File: config.mk
export PLATFORM = sky130hd
export DESIGN_NAME = itb_queue
export DESIGN_NICKNAME = d
export VERILOG_FILES = /design/src/rtl/core/itb_pkg.sv /design/src/rtl/core/itb_queue.sv
export SDC_FILE = /design/constraint.sdc
export NUM_CORES = 1
export LEC_CHECK = 0
export ABC_AREA = 0
export BUFFER_PORTS_ARGS = -buffer_cell sky130_fd_sc_hd__buf_4
export CORE_MARGIN = 10
export CORE_UTILIZATION = 47
export DETAILED_ROUTE_END_ITERATION = 10
export GPL_TIMING_DRIVEN = 0
export PLACE_DENSITY = 0.83
export SYNTH_ARGS = -nofsm -noshare
export SYNTH_HDL_FRONTEND = slang
export SYNTH_SLANG_ARGS = --single-unit
File: constraint.sdc
create_clock -name clk -period 3.1 [get_ports clk]
set_clock_uncertainty 0.2 [all_clocks]
set_input_delay 0.775 -clock clk [delete_from_list [all_inputs] [get_ports clk]]
set_output_delay 0.775 -clock clk [all_outputs]
set_load 0.005 [all_outputs]
File: src/rtl/core/itb_pkg.sv
// Shared types and constants of the image transpose buffer.
package itb_pkg;

    localparam int CNT_W      = 9;
    localparam int STEP_W     = CNT_W + 1;
    localparam int CFG_W      = 9;
    localparam int CFG_IDX_W  = 2;
    localparam int NIB_W      = 4;
    localparam int QUEUE_DEPTH = 2;

    localparam logic [CFG_IDX_W-1:0] CFG_IMAGE_WIDTH  = 2'd0;
    localparam logic [CFG_IDX_W-1:0] CFG_IMAGE_HEIGHT = 2'd1;
    localparam logic [CFG_IDX_W-1:0] CFG_NIBBLE_MODE  = 2'd2;

    localparam logic CMD_LOAD  = 1'b0;
    localparam logic CMD_FETCH = 1'b1;

    localparam logic [1:0] STATUS_OK         = 2'd0;
    localparam logic [1:0] STATUS_NOT_LOADED = 2'd1;
    localparam logic [1:0] STATUS_FULL       = 2'd2;

    localparam logic [7:0] NIB_MASK  = 8'd15;
    localparam int         NIB_SHIFT = 4;
    localparam logic [7:0] GREY_MIN  = 8'd0;
    localparam logic [7:0] GREY_MAX  = 8'd255;
    localparam logic [CFG_W-1:0] SIZE_RESET = 9'd256;

    typedef enum logic [1:0] {
        OP_REPORT,
        OP_LOAD,
        OP_FETCH
    } op_kind_t;

    typedef struct packed {
        logic       command;
        logic [7:0] load_byte;
    } item_t;

    typedef struct packed {
        logic [7:0] out_byte;
        logic       last_byte;
        logic [1:0] status;
        logic [7:0] min_grey;
        logic [7:0] max_grey;
    } result_t;

    typedef struct packed {
        op_kind_t         kind;
        logic             nibble;
        logic [CNT_W-1:0] row;
        logic [CNT_W-1:0] col;
        logic [7:0]       data;
        logic             lo_ok;
        logic             last_byte;
        logic [1:0]       status;
        logic [7:0]       min_grey;
        logic [7:0]       max_grey;
    } op_t;

endpackage

File: src/rtl/core/itb_queue.sv
// Short operation queue between the front end and the back end.
module itb_queue (
    input  logic          clk,
    input  logic          rst_n,
    input  logic          push,
    input  itb_pkg::op_t  din,
    input  logic          pop,
    output itb_pkg::op_t  dout,
    output logic          full,
    output logic          empty
);

    localparam int D   = itb_pkg::QUEUE_DEPTH;
    localparam int PW  = (D > 1) ? $clog2(D) : 1;
    localparam int CW  = $clog2(D + 1);

    itb_pkg::op_t  mem_reg [D];
    logic [PW-1:0] wr_ptr_reg, wr_ptr_next;
    logic [PW-1:0] rd_ptr_reg, rd_ptr_next;
    logic [CW-1:0] count_reg, count_next;

    assign full  = (count_reg == CW'(D));
    assign empty = (count_reg == '0);
    assign dout  = mem_reg[rd_ptr_reg];

    always_comb
    begin
        wr_ptr_next = wr_ptr_reg;
        rd_ptr_next = rd_ptr_reg;
        count_next  = count_reg;
        if (push)
        begin
            wr_ptr_next = (wr_ptr_reg == PW'(D - 1)) ? '0 : wr_ptr_reg + 1'b1;
        end
        if (pop)
        begin
            rd_ptr_next = (rd_ptr_reg == PW'(D - 1)) ? '0 : rd_ptr_reg + 1'b1;
        end
        if (push && !pop)
        begin
            count_next = count_reg + 1'b1;
        end
        else if (pop && !push)
        begin
            count_next = count_reg - 1'b1;
        end
    end

    always_ff @(posedge clk or negedge rst_n)
    begin
        if (!rst_n)
        begin
            wr_ptr_reg <= '0;
            rd_ptr_reg <= '0;
            count_reg  <= '0;
        end
        else
        begin
            wr_ptr_reg <= wr_ptr_next;
            rd_ptr_reg <= rd_ptr_next;
            count_reg  <= count_next;
        end
    end

    always_ff @(posedge clk)
    begin
        if (push)
        begin
            mem_reg[wr_ptr_reg] <= din;
        end
    end

endmodule

==> flow_metrics.tcl <==
set metrics [dict create \
    status "completed" \
    finalNetCount 340 \
    die_h_um 112 \
    fin_util_pct 62.7 \
    peakVddDrop_v 0.000553 \
    totalPowerFinal_mw 4.42 \
    post_drt_wl_per_cell_um 17.7 \
    p_leak_nw 2.10 \
    coreArea_mm2 0.00822 \
    cts_tree "yes" \
    synth_top_area_cell "edfxtp_1" \
    start_util_pct 48.4 \
    cts_buffers 9 \
    cp_slowest_stage_delay_ns 0.38 \
    drc 0 \
    mostFrequentLayoutCells "buf_4 (103), edfxtp_1 (98), mux2_4 (49)" \
    fin_crit_sh_pct 79.0 \
    hold_viol 0 \
    fmax_ghz 0.408 \
    vias_per_cell 4.78 \
    rsz0062_at_grt "no" \
    setup_slack_ns 0.651 \
    port_buffers 103 \
    end_kind "primary output" \
    pwr_density_cell_mw_per_mm2 858 \
    crit_arrival_ns 1.47 \
    grt.overflow.total 0 \
    slowest_stage "dfrtp_1" \
    syn_to_final_growth_pct 29.6 \
    cts-resized-gates 0 \
    grt_pass1_vias 2115 \
    ctsLongestPathBuffers 2 \
    cp_max_fo 10 \
    worst-path-buf-inv 3 \
    grt_usage_pct 11.1 \
    critPathTopFamily "buffers and inverters" \
    largest_reg_flops 98 \
    maxCapViolCount 0 \
    post_cts_buffers 0 \
    ios 104 \
    synthesis.nets 223 \
    gpl.final_weighted_congestion 0.712 \
    synth_cells 169 \
    fin_cells 396 \
    cp.required_ns 2.12 \
    tightest_slew_ns 0.627 \
    yosys_warnings 0 \
    clock_sinks 102 \
    crit_chain "buf_6 -> buf_12 -> mux2_4 -> buf_4" \
    synth_seq_cells 102 \
    ant_nets 0 \
    grt_pass1_wl_um 11000 \
    layout_min_cycle_time_ns 2.45 \
    drtIter0Drc 79 \
    drive_gt1_share_pct 60.1 \
    antenna_found_initial 0 \
    rows 33 \
    start_kind "flop" \
    die-area_mm2 0.0125 \
    cts_max_level 3 \
    clock-root-buffer "clkbuf_8" \
    totalWireLength_um 7020 \
    clkSlewWorstSetupHoldPaths_ns 0.09 \
    firstDrtPassIters 6 \
    slew_headroom_pct 58.1 \
    dp_hpwl_um 5020 \
    n_antenna_cell 0 \
    pre_cts_ws_ns 0.805 \
    clock_latency_ns 0.34 \
    crit_type "reg2out" \
    chipWidth_um 112 \
    synth.top_cell.area_share_pct 74.0 \
    netlist_area_mm2 0.00398 \
    dp_cells 379 \
    yosys-top-cells-area "edfxtp_1 (74%), mux2_4 (19%), buf_12 (2.5%), dfrtp_1 (2.5%), xor2_1 (0.88%)" \
    min-delay-path-class "reg2reg" \
    ys_types 12 \
    setup_viol 0 \
    slew_violations 0 \
    seq_area_frac_synth_pct 76.5 \
    syn_area_per_cell_um2 23.5 \
    vias 1893 \
    final_common_cell "buf_4" \
    grt_max_degree 32 \
]
logic make-up (layout without fill, tap and decap cells):
| group | after synthesis | after routing | share of synthesized area, % |
|---|---|---|---|
| DFF | 102 | 102 | 76.5 |
| muxes | 49 | 49 | 18.5 |
| buffers and inverters | 7 | 129 | 2.89 |
| xor gates and xnor gates | 5 | 5 | 1.10 |
| and+or+nand+nor | 5 | 5 | 0.661 |
| adders and majority gates | 1 | 1 | 0.315 |
routing by layer:
metal	vias to the layer above	wire, µm	share of wire (%)	track usage (%)
met1	929	2730	39	11.5
met4	0	105	1.5	4.06
met2	69	3630	52	19.5
met5	-	0	0	0
met3	9	556	7.9	4.72
li1	886	-	-	-
what timing repair did:
item | 4_1_cts | 5_1_grt
setup endpoints to repair | 0 | 0
hold buffers | 1 | 0
endpoints found under the hold margin | 4 | 0
where the power goes:
group	internal [mW]	switching, mW
sequential	1.83	0.0800
combinational	1.01	0.634
clock	0.449	0.417
total	3.29	1.13
through the flow:
step	hold WS [ns]	instance area [µm²]	TNS, ns
2_1_floorplan	0.256	3980	0
3_5_place_dp	0.278	4930	0
5_1_grt	0.336	5150	0
6_report	0.290	5150	0
3_3_place_gp	0.271	4880	-31.50
4_1_cts	0.295	5150	0
worst reg2reg max path: stages (launching register included):
cell and delay [ns]:
dfrtp_1 0.43, nor2b_4 0.53, buf_12 0.28
cell usage after synthesis:
cell type / instances
xor2_1: 4
inv_1: 1
nor2_1: 2
edfxtp_1: 98
dfrtp_1: 4
nor2b_1: 2
buf_12: 5
buf_6: 1
mux2_4: 49
xnor2_1: 1
and2_1: 1
ha_1: 1
final cells by class:
| cell class | instances | area [µm²] |
|---|---|---|
| fillers | 586 | 3060 |
| flip-flops and latches | 102 | 3040 |
| multi-input cells | 60 | 827 |
| repair buffers | 106 | 823 |
| well taps | 105 | 131 |
| clock buffers | 9 | 124 |
| plain buffers | 6 | 111 |
| clock inverters | 7 | 88.8 |
| inverters | 1 | 3.75 |
worst paths after layout:
path | from | cells after the start | end | slack, ns
hold reg to reg | count_reg[1] | 1 | count_reg[1] | 0.29
min in group asynchronous | rst_n | 2 | count_reg[1] | 0.54
setup / recovery | rd_ptr_reg | 4 | dout[12] | 0.65
max in group asynchronous | rst_n | 2 | rd_ptr_reg | 2.05
setup reg to reg | wr_ptr_reg | 2 | mem_reg[0][22] | 1.32
hold / removal | count_reg[1] | 1 | count_reg[1] | 0.29
Note: power is estimated with default switching activity, not from simulation.
