--- src/rtl/core/itb_pkg.sv ---
// Shared types and constants of the image transpose buffer.
package itb_pkg;

    localparam int CNT_W      = 9;
    localparam int STEP_W     = CNT_W + 1;
    localparam int CFG_W      = 9;
    localparam int CFG_IDX_W  = 2;
    localparam int NIB_W      = 4;
    localparam int QUEUE_DEPTH = 2;

    localparam logic [CFG_IDX_W-1:0] CFG_IMAGE_WIDTH  = 2'd0;
    localparam logic [CFG_IDX_W-1:0] CFG_IMAGE_HEIGHT = 2'd1;
    localparam logic [CFG_IDX_W-1:0] CFG_NIBBLE_MODE  = 2'd2;

    localparam logic CMD_LOAD  = 1'b0;
    localparam logic CMD_FETCH = 1'b1;

    localparam logic [1:0] STATUS_OK         = 2'd0;
    localparam logic [1:0] STATUS_NOT_LOADED = 2'd1;
    localparam logic [1:0] STATUS_FULL       = 2'd2;

    localparam logic [7:0] NIB_MASK  = 8'd15;
    localparam int         NIB_SHIFT = 4;
    localparam logic [7:0] GREY_MIN  = 8'd0;
    localparam logic [7:0] GREY_MAX  = 8'd255;
    localparam logic [CFG_W-1:0] SIZE_RESET = 9'd256;

    typedef enum logic [1:0] {
        OP_REPORT,
        OP_LOAD,
        OP_FETCH
    } op_kind_t;

    typedef struct packed {
        logic       command;
        logic [7:0] load_byte;
    } item_t;

    typedef struct packed {
        logic [7:0] out_byte;
        logic       last_byte;
        logic [1:0] status;
        logic [7:0] min_grey;
        logic [7:0] max_grey;
    } result_t;

    typedef struct packed {
        op_kind_t         kind;
        logic             nibble;
        logic [CNT_W-1:0] row;
        logic [CNT_W-1:0] col;
        logic [7:0]       data;
        logic             lo_ok;
        logic             last_byte;
        logic [1:0]       status;
        logic [7:0]       min_grey;
        logic [7:0]       max_grey;
    } op_t;

endpackage

--- src/rtl/core/itb_front.sv ---
// Front end: configuration, counters, grey statistics and command classification.
module itb_front #(
    parameter int MAX_WIDTH  = 256,
    parameter int MAX_HEIGHT = 256
) (
    input  logic                              clk,
    input  logic                              rst_n,
    input  logic                              start,
    input  itb_pkg::item_t                    item,
    input  logic                              full,
    output logic                              push,
    output itb_pkg::op_t                      op,
    input  logic                              cfg_we,
    input  logic [itb_pkg::CFG_IDX_W-1:0]     cfg_index,
    input  logic [itb_pkg::CFG_W-1:0]         cfg_data
);

    localparam int CN = itb_pkg::CNT_W;
    localparam int SN = itb_pkg::STEP_W;

    logic [itb_pkg::CFG_W-1:0] width_reg, height_reg;
    logic                      nibble_reg;
    logic [CN-1:0] load_row_reg, load_row_next;
    logic [CN-1:0] load_col_reg, load_col_next;
    logic [CN-1:0] emit_row_reg, emit_row_next;
    logic [CN-1:0] emit_col_reg, emit_col_next;
    logic          loaded_reg, loaded_next;
    logic [7:0]    least_reg, least_next;
    logic [7:0]    greatest_reg, greatest_next;

    logic [CN-1:0] w_eff, h_eff;
    logic [SN-1:0] col_step, row_step, col_inc;
    logic [CN-1:0] row_inc;
    logic [7:0]    base_min, base_max;

    always_comb
    begin
        if (width_reg == '0)
        begin
            w_eff = CN'(1);
        end
        else if (int'(width_reg) > MAX_WIDTH)
        begin
            w_eff = CN'(MAX_WIDTH);
        end
        else
        begin
            w_eff = width_reg;
        end
        if (height_reg == '0)
        begin
            h_eff = CN'(1);
        end
        else if (int'(height_reg) > MAX_HEIGHT)
        begin
            h_eff = CN'(MAX_HEIGHT);
        end
        else
        begin
            h_eff = height_reg;
        end
    end

    assign push = start && !full;

    always_comb
    begin
        load_row_next = load_row_reg;
        load_col_next = load_col_reg;
        emit_row_next = emit_row_reg;
        emit_col_next = emit_col_reg;
        loaded_next   = loaded_reg;
        least_next    = least_reg;
        greatest_next = greatest_reg;
        base_min      = least_reg;
        base_max      = greatest_reg;
        col_step      = '0;
        row_step      = '0;
        col_inc       = '0;
        row_inc       = '0;
        op            = '0;
        op.kind       = itb_pkg::OP_REPORT;
        op.nibble     = nibble_reg;
        op.data       = item.load_byte;
        op.status     = itb_pkg::STATUS_OK;
        if (push)
        begin
            if (item.command == itb_pkg::CMD_LOAD)
            begin
                if (loaded_reg)
                begin
                    op.status = itb_pkg::STATUS_FULL;
                end
                else
                begin
                    op.kind  = itb_pkg::OP_LOAD;
                    op.row   = load_row_reg;
                    op.col   = load_col_reg;
                    op.lo_ok = ({1'b0, load_col_reg} + SN'(1)) < {1'b0, w_eff};
                    if (load_row_reg == '0 && load_col_reg == '0)
                    begin
                        base_min = itb_pkg::GREY_MAX;
                        base_max = itb_pkg::GREY_MIN;
                    end
                    least_next    = base_min;
                    greatest_next = base_max;
                    if (!nibble_reg)
                    begin
                        if (item.load_byte < base_min)
                        begin
                            least_next = item.load_byte;
                        end
                        if (item.load_byte > base_max)
                        begin
                            greatest_next = item.load_byte;
                        end
                        col_step = {1'b0, load_col_reg} + SN'(1);
                    end
                    else
                    begin
                        col_step = {1'b0, load_col_reg} + SN'(2);
                    end
                    if (col_step >= {1'b0, w_eff})
                    begin
                        load_col_next = '0;
                        row_inc = load_row_reg + 1'b1;
                        if (row_inc >= h_eff || row_inc == '0)
                        begin
                            loaded_next   = 1'b1;
                            load_row_next = '0;
                            emit_row_next = '0;
                            emit_col_next = '0;
                        end
                        else
                        begin
                            load_row_next = row_inc;
                        end
                    end
                    else
                    begin
                        load_col_next = col_step[CN-1:0];
                    end
                end
            end
            else
            begin
                if (!loaded_reg)
                begin
                    op.status = itb_pkg::STATUS_NOT_LOADED;
                end
                else
                begin
                    op.kind  = itb_pkg::OP_FETCH;
                    op.row   = emit_row_reg;
                    op.col   = emit_col_reg;
                    op.lo_ok = ({1'b0, emit_row_reg} + SN'(1)) < {1'b0, h_eff};
                    row_step = {1'b0, emit_row_reg} + (nibble_reg ? SN'(2) : SN'(1));
                    if (row_step >= {1'b0, h_eff})
                    begin
                        emit_row_next = '0;
                        col_inc = {1'b0, emit_col_reg} + SN'(1);
                        if (col_inc >= {1'b0, w_eff})
                        begin
                            op.last_byte  = 1'b1;
                            loaded_next   = 1'b0;
                            emit_col_next = '0;
                        end
                        else
                        begin
                            emit_col_next = col_inc[CN-1:0];
                        end
                    end
                    else
                    begin
                        emit_row_next = row_step[CN-1:0];
                    end
                end
            end
        end
        op.min_grey = least_next;
        op.max_grey = greatest_next;
    end

    always_ff @(posedge clk or negedge rst_n)
    begin
        if (!rst_n)
        begin
            width_reg    <= itb_pkg::SIZE_RESET;
            height_reg   <= itb_pkg::SIZE_RESET;
            nibble_reg   <= 1'b0;
            load_row_reg <= '0;
            load_col_reg <= '0;
            emit_row_reg <= '0;
            emit_col_reg <= '0;
            loaded_reg   <= 1'b0;
            least_reg    <= itb_pkg::GREY_MAX;
            greatest_reg <= itb_pkg::GREY_MIN;
        end
        else
        begin
            if (cfg_we)
            begin
                case (cfg_index)
                    itb_pkg::CFG_IMAGE_WIDTH:  width_reg  <= cfg_data;
                    itb_pkg::CFG_IMAGE_HEIGHT: height_reg <= cfg_data;
                    itb_pkg::CFG_NIBBLE_MODE:  nibble_reg <= cfg_data[0];
                    default:                   ;
                endcase
            end
            load_row_reg <= load_row_next;
            load_col_reg <= load_col_next;
            emit_row_reg <= emit_row_next;
            emit_col_reg <= emit_col_next;
            loaded_reg   <= loaded_next;
            least_reg    <= least_next;
            greatest_reg <= greatest_next;
        end
    end

endmodule

--- config.mk ---
export PLATFORM = sky130hd
export DESIGN_NAME = itb_front
export DESIGN_NICKNAME = d
export VERILOG_FILES = /design/src/rtl/core/itb_pkg.sv /design/src/rtl/core/itb_front.sv
export SDC_FILE = /design/constraint.sdc
export NUM_CORES = 1
export LEC_CHECK = 0
export ABC_AREA = 1
export BUFFER_PORTS_ARGS = -buffer_cell sky130_fd_sc_hd__buf_2
export CORE_MARGIN = 2
export CORE_UTILIZATION = 40
export CTS_CLUSTER_SIZE = 24
export DETAILED_ROUTE_END_ITERATION = 10
export PLACE_DENSITY = 0.56
export SLEW_MARGIN = 15
export SYNTH_ARGS = -nofsm -noshare
export SYNTH_HDL_FRONTEND = slang
export SYNTH_SLANG_ARGS = --single-unit
--- constraint.sdc ---
create_clock -name clk -period 3.75 [get_ports clk]
set_input_delay 0 -clock clk [delete_from_list [all_inputs] [get_ports clk]]
set_output_delay 0 -clock clk [all_outputs]
set_load 0.02 [all_outputs]
==> results by group <==
Run status
  – Status: finished clean

STA
  – Setup violators final: 0
  – Worst-Margin Slew: 0.959 ns
  – RSZ-0062 raised after global routing: false
  – Max Fclk: 292 MHz
  – Max-slew headroom: 36.1%
  – Slew Limit Fails: 0
  – Post-Route Setup TNS: 0 ns
  – Final period util: 91.2%
  – Final Hold Viols: 0
  – Minimum clock period: 3.42 ns
  – Worst Skew: 0.0129 ns

Drt
  – Initial drt markers: 364
  – Residual DRC: 0
  – Drt via density: 5.02
  – Drt total wl: 17400 µm
  – Antenna Nets Post-Route: 0
  – Wire per inst: 14.8 µm
  – Routed via count: 5902
  – 1st-pass router iterations: 5

Die
  – FP Rows: 45
  – DIE HEIGHT: 130 µm
  – Initial core utilization: 41.3%
  – # IOs: 75
  – Full die area: 16800 µm²
  – Chip width: 130 µm
  – Core Footprint: 15300 µm²

Yosys
  – Yosys warns: 0
  – Post-synth EDFFs: 0
  – Synth Instances: 882
  – Distinct cells, synth: 43
  – Top-count cell post-synth: nand2_1
  – Syn nets: 985
  – Area share of the largest cell type after synthesis: 24.6%
  – Post-synth top area cell: dfrtp_1
  – Seq cells post-synth: 72
  – Mean area per synthesized cell: 7.16 µm²
  – Most used DFF post-synth: dfrtp_1
  – Sequential-to-total area share from yosys stat: 28.7%
  – Ys async rst share: 100%
  – Synthesized area: 6320 µm²
  – Post-synth top cells: 218 x nand2_1, 110 x inv_1, 88 x nor2_1
  – Synth top area cells: dfrtp_1 25%, ha_1 15%, nand2_1 13%

Worst hold path
  – Min-Delay Path Class: input port to flop

GRT
  – GRT Total Usage: 21.8%
  – Vias in the first global route: 5606
  – GRT overflow: 0
  – First-pass GRT wire length: 28700 µm
  – Pin count of the biggest net entering global routing: 73
  – Initial antenna violation count: 0

Setup path
  – Top cell by count, worst path: nor2_1
  – Max stage delay cell, worst path: dfrtp_2
  – Critical path startpoint category: flop
  – Cells along the critical path: inv_1 > ha_1 > inv_1 > nor2_1 > nand2_1 > nor2_1 > nand2_4 > clkinvlp_4 > nor2_1 > ha_1 > a21oi_1 > o21ai_0 > a211oi_4 > buf_4 > nand3_1 > nand3_1 > nand2_1 > buf_2
  – CP Data Required Time: 3.75 ns
  – Crit end category: output port
  – R2r setup slk: 0.43 ns
  – Worst Path Arrival: 3.42 ns
  – Critical Path Max Stage Delay: 0.49 ns
  – WS Path Type: flop to output port
  – Maximum fanout along the worst path: 10

Place
  – Final HPWL DP: 13400 µm
  – DP Area: 6840 µm²
  – IO buf count: 74
  – Gpl congestion: 0.859

Layout
  – Final Cell Area: 7270 µm²
  – Number of nets in the layout: 1062
  – ANT cells: 0
  – Area delta synth->final: 15.0%
  – Share of layout cells above drive strength 1: 16.0%

Power and ir drop
  – Worst IR Drop VDD: 0.301 mV
  – Tot Pwr: 4.82 mW
  – PwrDens: 663 nW/µm²
  – Leakage power: 3.84 nW

Clocking
  – CTS tree: built
  – Clock Path Buffers: 2
  – Root buffer cell: clkbuf_16
  – Sink Count: 72
  – Clk Latency, worst-skew pair: 0.35 ns
  – CTS buffer count: 9
  – CTS H-tree lvls: 3
  – Clock transition at path regs: 0.06 ns

Run
  – Max_cap viols: 0
-- timing repair --
item                                    CTS  global route
pin swaps                                 1             0
hold endpoints to repair                 80             0
setup buffers                             1             1
hold buffers                             10             0
endpoints found under the setup margin    8            17
gates resized for setup                   1             5
-- cells in the final DEF, fill, tap and decap left out, types with 2 or more instances in the layout --
cell           count
o21ai_0           55
nand3_1           56
clkinvlp_4         2
nand4_1           19
nor2_4             2
dfrtp_1           61
dlygate4sd3_1     10
xor2_1            27
nor2_1            88
o31ai_1            4
nand3b_1           2
nor2_2             4
a211oi_1           2
o21ai_2            9
clkbuf_16          9
inv_2              7
nor3_1            12
buf_4              7
ha_1              77
o21a_1             2
a21o_1             4
inv_6              2
dfstp_2           10
o22ai_1           18
buf_2             73
nand3_2            5
a21oi_1           30
inv_1            109
nand2_1          217
o21ai_1           10
nand2_4            6
nand2_2            6
clkbuf_8           2
a31oi_1            2
-- worst max-delay path, delay by kind of cell (launching register included) --
| kind | cells | cell delay, ns |
|---|---|---|
| and+or+nand+nor | 8 | 0.77 |
| buffers and inverters | 5 | 0.72 |
| AOI/OAI and AO/OA | 3 | 0.62 |
| DFF | 1 | 0.49 |
| adders and majority gates | 2 | 0.46 |
-- logic make-up (layout without fill, tap and decap cells) --
kind of cell	Yosys count	count (layout)	synth area share (%)
AOI/OAI and AO/OA	142	142	13.0
DFF	72	72	28.7
adders and majority gates	78	78	15.6
xor gates and xnor gates	28	28	4.00
buffers and inverters	142	224	9.29
and+or+nand+nor	420	420	29.4
-- worst paths after layout --
kind,from,to,depth (start not counted)
max in group asynchronous,rst_n,load_col_reg[0]$_DFFE_PN0P_,2
min in group asynchronous,rst_n,greatest_reg[5]$_DFF_PN0_,2
worst min register to register,least_reg[3]$_DFF_PN1_,least_reg[3]$_DFF_PN1_,2
worst max-delay path,load_col_reg[0]$_DFFE_PN0P_,op[14],18
worst max register to register,nibble_reg$_DFFE_PN0P_,emit_col_reg[8]$_DFFE_PN0P_,19
worst min-delay path,full,loaded_reg$_DFFE_PN0P_,4
-- power by group --
part	switching [mW]	total, mW	internal, mW	leakage, nW
Sequential	0.256	1.29	1.03	0.882
Clock	0.367	0.857	0.489	0.143
Combinational	1.70	2.67	0.975	2.81
-- cell type report --
cell class	instances	area [µm²]
clock buffers	11	253
flip-flops and latches	72	1820
fillers	1614	8050
clock inverters	5	38.8
multi-input cells	668	3930
repair buffers	90	518
inverters	118	447
well taps	211	264
-- per-layer routing --
| metal | GRT usage [%] | wire, µm |
|---|---|---|
| met1 | 30.7 | 8550 |
| met2 | 34.5 | 7760 |
| met3 | 4.34 | 837 |
| met4 | 5.44 | 236 |
| met5 | 0 | 0 |
-- per-stage QoR --
stage / hold slack [ns] / cells / util (%) / worst slack, ns
after floorplan: -0.296 / 882 / - / 0.592
after global placement: 0.234 / 1147 / 44.7 / 0.120
after detailed placement: 0.219 / 1147 / 44.7 / 0.211
after CTS: 0.00489 / 1174 / 47.3 / 0.107
after global routing: 0.0369 / 1175 / 47.5 / 0.0592
final: 0.00816 / 1175 / 47.5 / 0.330
(Power assumes the default switching activity.)
